[src/aad_pkg.sv]
// Package with the shared types, constants and helpers of the area-average downscaler.
package aad_pkg;

	localparam int MAX_SRC_WIDTH  = 640;
	localparam int MAX_SRC_HEIGHT = 400;
	localparam int STORE_DEPTH    = MAX_SRC_WIDTH * MAX_SRC_HEIGHT;
	localparam int ADDR_W         = $clog2(STORE_DEPTH);

	localparam int NUM_W   = 20;
	localparam int DEN_W   = 5;
	localparam int LANES   = 3;
	localparam int COORD_W = 13;

	// Corner mapping: four numerators, divided by 200 = 8*25 or 320 = 64*5. The
	// power-of-two factor is a shift; the odd factor is a reciprocal multiplication
	// that is exact for the numerator magnitudes the registers can produce.
	localparam int CORNERS     = 4;
	localparam int MAG_W       = 17;
	localparam int RECIP_W     = 20;
	localparam int RECIP_SHIFT = 22;
	localparam logic [RECIP_W-1:0] RECIP_25 = 20'd167773;
	localparam logic [RECIP_W-1:0] RECIP_5  = 20'd838861;

	localparam logic [0:0] CMD_WRITE = 1'b0;
	localparam logic [0:0] CMD_READ  = 1'b1;

	localparam logic [1:0] REG_SOURCE_WIDTH  = 2'd0;
	localparam logic [1:0] REG_SOURCE_HEIGHT = 2'd1;
	localparam logic [1:0] REG_CENTER_FIT    = 2'd2;

	typedef struct packed {
		logic       cmd;
		logic [9:0] src_col;
		logic [8:0] src_row;
		logic [7:0] red_in;
		logic [7:0] green_in;
		logic [7:0] blue_in;
		logic [8:0] grid_col;
		logic [7:0] grid_row;
	} in_item_t;

	typedef struct packed {
		logic [15:0] red_avg;
		logic [15:0] green_avg;
		logic [15:0] blue_avg;
		logic [3:0]  pixel_count;
	} out_item_t;

	typedef enum logic [3:0] {
		ST_IDLE,
		ST_MAP,
		ST_MAP_WAIT,
		ST_CORNER,
		ST_WALK,
		ST_DRAIN,
		ST_AVG,
		ST_AVG_WAIT,
		ST_DONE
	} state_t;

	function automatic logic [ADDR_W-1:0] pixel_addr(input logic [9:0] col,
			input logic [8:0] row);
		pixel_addr = ADDR_W'(32'(row) * MAX_SRC_WIDTH + 32'(col));
	endfunction

endpackage

[src/aad_divider.sv]
// Bit-serial restoring divider with three lanes sharing one divisor.
module aad_divider (
	input  logic                                         clk,
	input  logic                                         arst_n,
	input  logic                                         start,
	input  logic [aad_pkg::LANES-1:0][aad_pkg::NUM_W-1:0] num,
	input  logic [aad_pkg::DEN_W-1:0]                    den,
	output logic                                         done,
	output logic [aad_pkg::LANES-1:0][aad_pkg::NUM_W-1:0] quot
);
	import aad_pkg::*;

	localparam int CNT_W = $clog2(NUM_W + 1);

	logic [CNT_W-1:0]                  cnt_q;
	logic                              done_q;
	logic [DEN_W-1:0]                  den_q;
	logic [LANES-1:0][NUM_W-1:0]       num_q;
	logic [LANES-1:0][DEN_W-1:0]       rem_q;
	logic [LANES-1:0][DEN_W:0]         rem_sh;
	logic [LANES-1:0]                  fits;

	always_comb begin
		for (int l = 0; l < LANES; l++) begin
			rem_sh[l] = {rem_q[l], num_q[l][NUM_W-1]};
			fits[l]   = rem_sh[l] >= {1'b0, den_q};
		end
	end

	always_ff @(posedge clk or negedge arst_n) begin
		if (!arst_n) begin
			cnt_q  <= '0;
			done_q <= 1'b0;
		end else begin
			done_q <= 1'b0;
			if (start) begin
				cnt_q <= CNT_W'(NUM_W);
			end else if (cnt_q != '0) begin
				cnt_q <= cnt_q - 1'b1;
				if (cnt_q == CNT_W'(1)) begin
					done_q <= 1'b1;
				end
			end
		end
	end

	always_ff @(posedge clk) begin
		if (start) begin
			den_q <= den;
			num_q <= num;
			rem_q <= '0;
		end else if (cnt_q != '0) begin
			for (int l = 0; l < LANES; l++) begin
				num_q[l] <= {num_q[l][NUM_W-2:0], fits[l]};
				rem_q[l] <= fits[l] ? DEN_W'(rem_sh[l] - {1'b0, den_q})
					: rem_sh[l][DEN_W-1:0];
			end
		end
	end

	assign done = done_q;
	assign quot = num_q;

endmodule

[config.mk]
export PLATFORM = sky130hd
export DESIGN_NAME = aad_divider
export DESIGN_NICKNAME = d
export VERILOG_FILES = /design/src/aad_pkg.sv /design/src/aad_divider.sv
export SDC_FILE = /design/constraint.sdc
export NUM_CORES = 1
export LEC_CHECK = 0
export ABC_AREA = 1
export BUFFER_PORTS_ARGS = -buffer_cell sky130_fd_sc_hd__clkbuf_2
export CORE_ASPECT_RATIO = 1.5
export CORE_MARGIN = 4
export CORE_UTILIZATION = 56
export DETAILED_ROUTE_END_ITERATION = 8
export GPL_TIMING_DRIVEN = 1
export PLACE_DENSITY = 0.87
export SLEW_MARGIN = 10
export SYNTH_ARGS = -nofsm -noshare
export SYNTH_HDL_FRONTEND = slang
export SYNTH_SLANG_ARGS = --single-unit
[constraint.sdc]
create_clock -name clk -period 4 [get_ports clk]
set_clock_uncertainty 0.05 [all_clocks]
set_input_delay 0.4 -clock clk [delete_from_list [all_inputs] [get_ports clk]]
set_output_delay 0.4 -clock clk [all_outputs]
set_load 0.03 [all_outputs]
==> metrics <==
top post-synthesis cells by count 223 x nand2_1, 65 x edfxtp_1, 28 x nand3_1, 22 x inv_1, 21 x nor2_1; count leader, synth nand2_1; Main synth FF type edfxtp_1; TritonRoute pass-1 iters 5; Min Hold Slack 0.1941 ns; Max Root-Sink Buffers 2; Post-synth EDFFs 65; number of port buffers 128; measured slew at the worst slew-check pin 0.9185 ns; sequential area share after synthesis 0.5514; R2R Path End quot[57]$_DFFE_PP_; RSZ-0062 raised after global routing false; Worst Hold Path Cells 1; Synth Area in Adders 0.06261; Synth Area in XOR/XNOR 0.008041; final hold vios 0; critical path class flip-flop to flip-flop; final instance area 5360 sq um; endpoints failing setup 0; Mapped Area 4357 sq um; r2r startpoint cnt_q[0]$_DFFE_PN0P_; Vias 3672; Crit-path slowest cell inv_2; f_max 418.8 MHz; pin count of the biggest net entering global routing 74; Final GP Congestion 0.9052; post-route ant nets 0; crit-path cells inv_1, ha_1, nand3_1, nor2_1, inv_2, buf_4; total power 3.100 mW; nets@finish 698; asr flop ratio synth 0.06977; initial antenna violation count 0; total core area 7612 sq um; syn_area_per_cell 9.020 sq um; Yosys Warn Count 0; largest cells by area after synthesis edfxtp_1 45%, nand2_1 19%, dfxtp_1 6.9%, ha_1 4.9%, dfrtp_1 3.4%; power per cell area 578.3 nW/um^2; Worst R2R Path Depth 6; number of fill cells 592; multiplexer area fraction after synthesis 0; Num CTS Buffers 9; Tightest Hold Check Type primary input to flip-flop; Pins Over Slew Limit 0; Crit path required time 3.97 ns; leakage power total 2.746 nW; wire per inst 14.36 microns; setup TNS 0 ns; largest family of logic cells by synthesized area simple AND/OR/NAND/NOR gates; routed wire length 10.28 mm; Post-CTS Setup Inserts 0; FF-to-FF setup slack 1.61 ns; Hold Path Sink den_q[4]$_DFFE_PP_; P&R area growth vs syn 23.03%; area leader, netlist edfxtp_1; total of max-cap violations 0; FF+latch count, synth 86; endpoint class of the critical path flip-flop; CTS Hold Bufs 1; placed instance count 700; CP Depth 6; placed cell areas 5070 sq um; Storage cell area 2402 sq um; fin util 0.7041; critical hold path startpoint den[4]; fraction of post-synthesis cell area in the top cell type by area 0.4480; DP Worst Slack 1.595 ns; crit-path max FO 45; non-filler cells, final 716; Final Cycle Share 0.5969; layout cell share with drive strength beyond 1 0.2720; multi-input logic area 1764 sq um; via-per-instance ratio 5.128; hpwl dp 7.396 mm; diodes inserted 0; Mapped Cells 483; worst vdd rail ir drop 290.4 uV; grt ovf 0; CP peak stage delay 0.66 ns; Resized cells post-CTS 0; worst-skew pair later-pin latency 0.33 ns; DRT iter0 DRCs 218; slew margin rel. 0.3868; std cell rows 39; gr usage total 0.2268; PnR worst setup slack 1.612 ns; chip height 116.0 microns; syn_nets 571; die area 9284 sq um; CP delay by family, top buffers and inverters; DRC viols 0; die width 80.02 microns; CP startpoint kind flip-flop; crit path buf inv count 3; IO Pins 129; status finished clean; vias in the first global route 3554; CTS tree yes; CP arrival 2.36 ns; Initial Utilization 0.5723; simple logic cell fraction of the synthesized area 0.3016; H-tree levels 3; unique cell type count in the Yosys netlist 31; Final Critical Period 2.388 ns; first-pass GRT wire length 16.18 mm; clock slew at reported path FFs 0.06 ns; area fraction in compound gates after synthesis 0.03274; Root Driver clkbuf_16; CTS sink cnt 86
kinds of logic after synthesis:
family / Yosys count
buffers and inverters: 45
flip-flops: 86
AO/OA/AOI/OAI: 27
AND/OR/NAND/NOR: 301
adder cells (fa/ha/maj): 20
XOR/XNOR: 4
area by class of cell:
cell class / count / share of cell area
clock buffers: 10 / 0.04272
clock inverters: 5 / 0.009570
repair buffers: 133 / 0.1270
well taps: 102 / 0.02381
multi-input cells: 352 / 0.3291
flip-flops and latches: 86 / 0.4482
inverters: 28 / 0.01961
sequential cells by signal (all words and copies together) (netlist names):
signal	flops
quot	60
rem_q	15
done	1
cnt_q	5
den_q	5
worst max path at each step:
stage,from,end,slack (ns)
after global placement,cnt_q[0]$_DFFE_PN0P_,quot[55]$_DFFE_PP_,1.69
final,cnt_q[0]$_DFFE_PN0P_,quot[57]$_DFFE_PP_,1.61
after floorplan,cnt_q[0]$_DFFE_PN0P_,quot[0]$_DFFE_PP_,1.51
after global routing,cnt_q[0]$_DFFE_PN0P_,quot[54]$_DFFE_PP_,1.46
after CTS,cnt_q[0]$_DFFE_PN0P_,quot[59]$_DFFE_PP_,1.59
after detailed placement,cnt_q[0]$_DFFE_PN0P_,quot[59]$_DFFE_PP_,1.59
layer usage:
metal / global-route usage / wire length (microns)
met2: 0.3933 / 5427
met4: 0.09921 / 202
met5: 0 / 0
met1: 0.2711 / 4048
met3: 0.04588 / 605
where the power goes:
group	leakage, nW	switching, mW	internal, mW
clock	0.136	0.319	0.476
sequential	0.903	0.112	1.13
combinational	1.71	0.675	0.390
cell usage in the layout (no fill, tap or decap), types with 2 or more instances in the layout:
cell       count
nand3_4        3
dfrtp_1        6
inv_2          6
buf_4          4
fa_1           3
clkbuf_2     128
xnor2_1        3
a21oi_1       10
nor2_4         3
edfxtp_1      65
dfxtp_1       15
nand2_2        3
nand2_1      223
ha_1          17
o21ai_1       11
a31oi_1        3
nand3_1       28
inv_1         21
nand3b_1       8
nor2_2         3
clkinv_1       2
clkinv_2       2
or2_4          3
nor3_1         4
nor2_1        21
clkbuf_16      9
(Power assumes the default switching activity.)
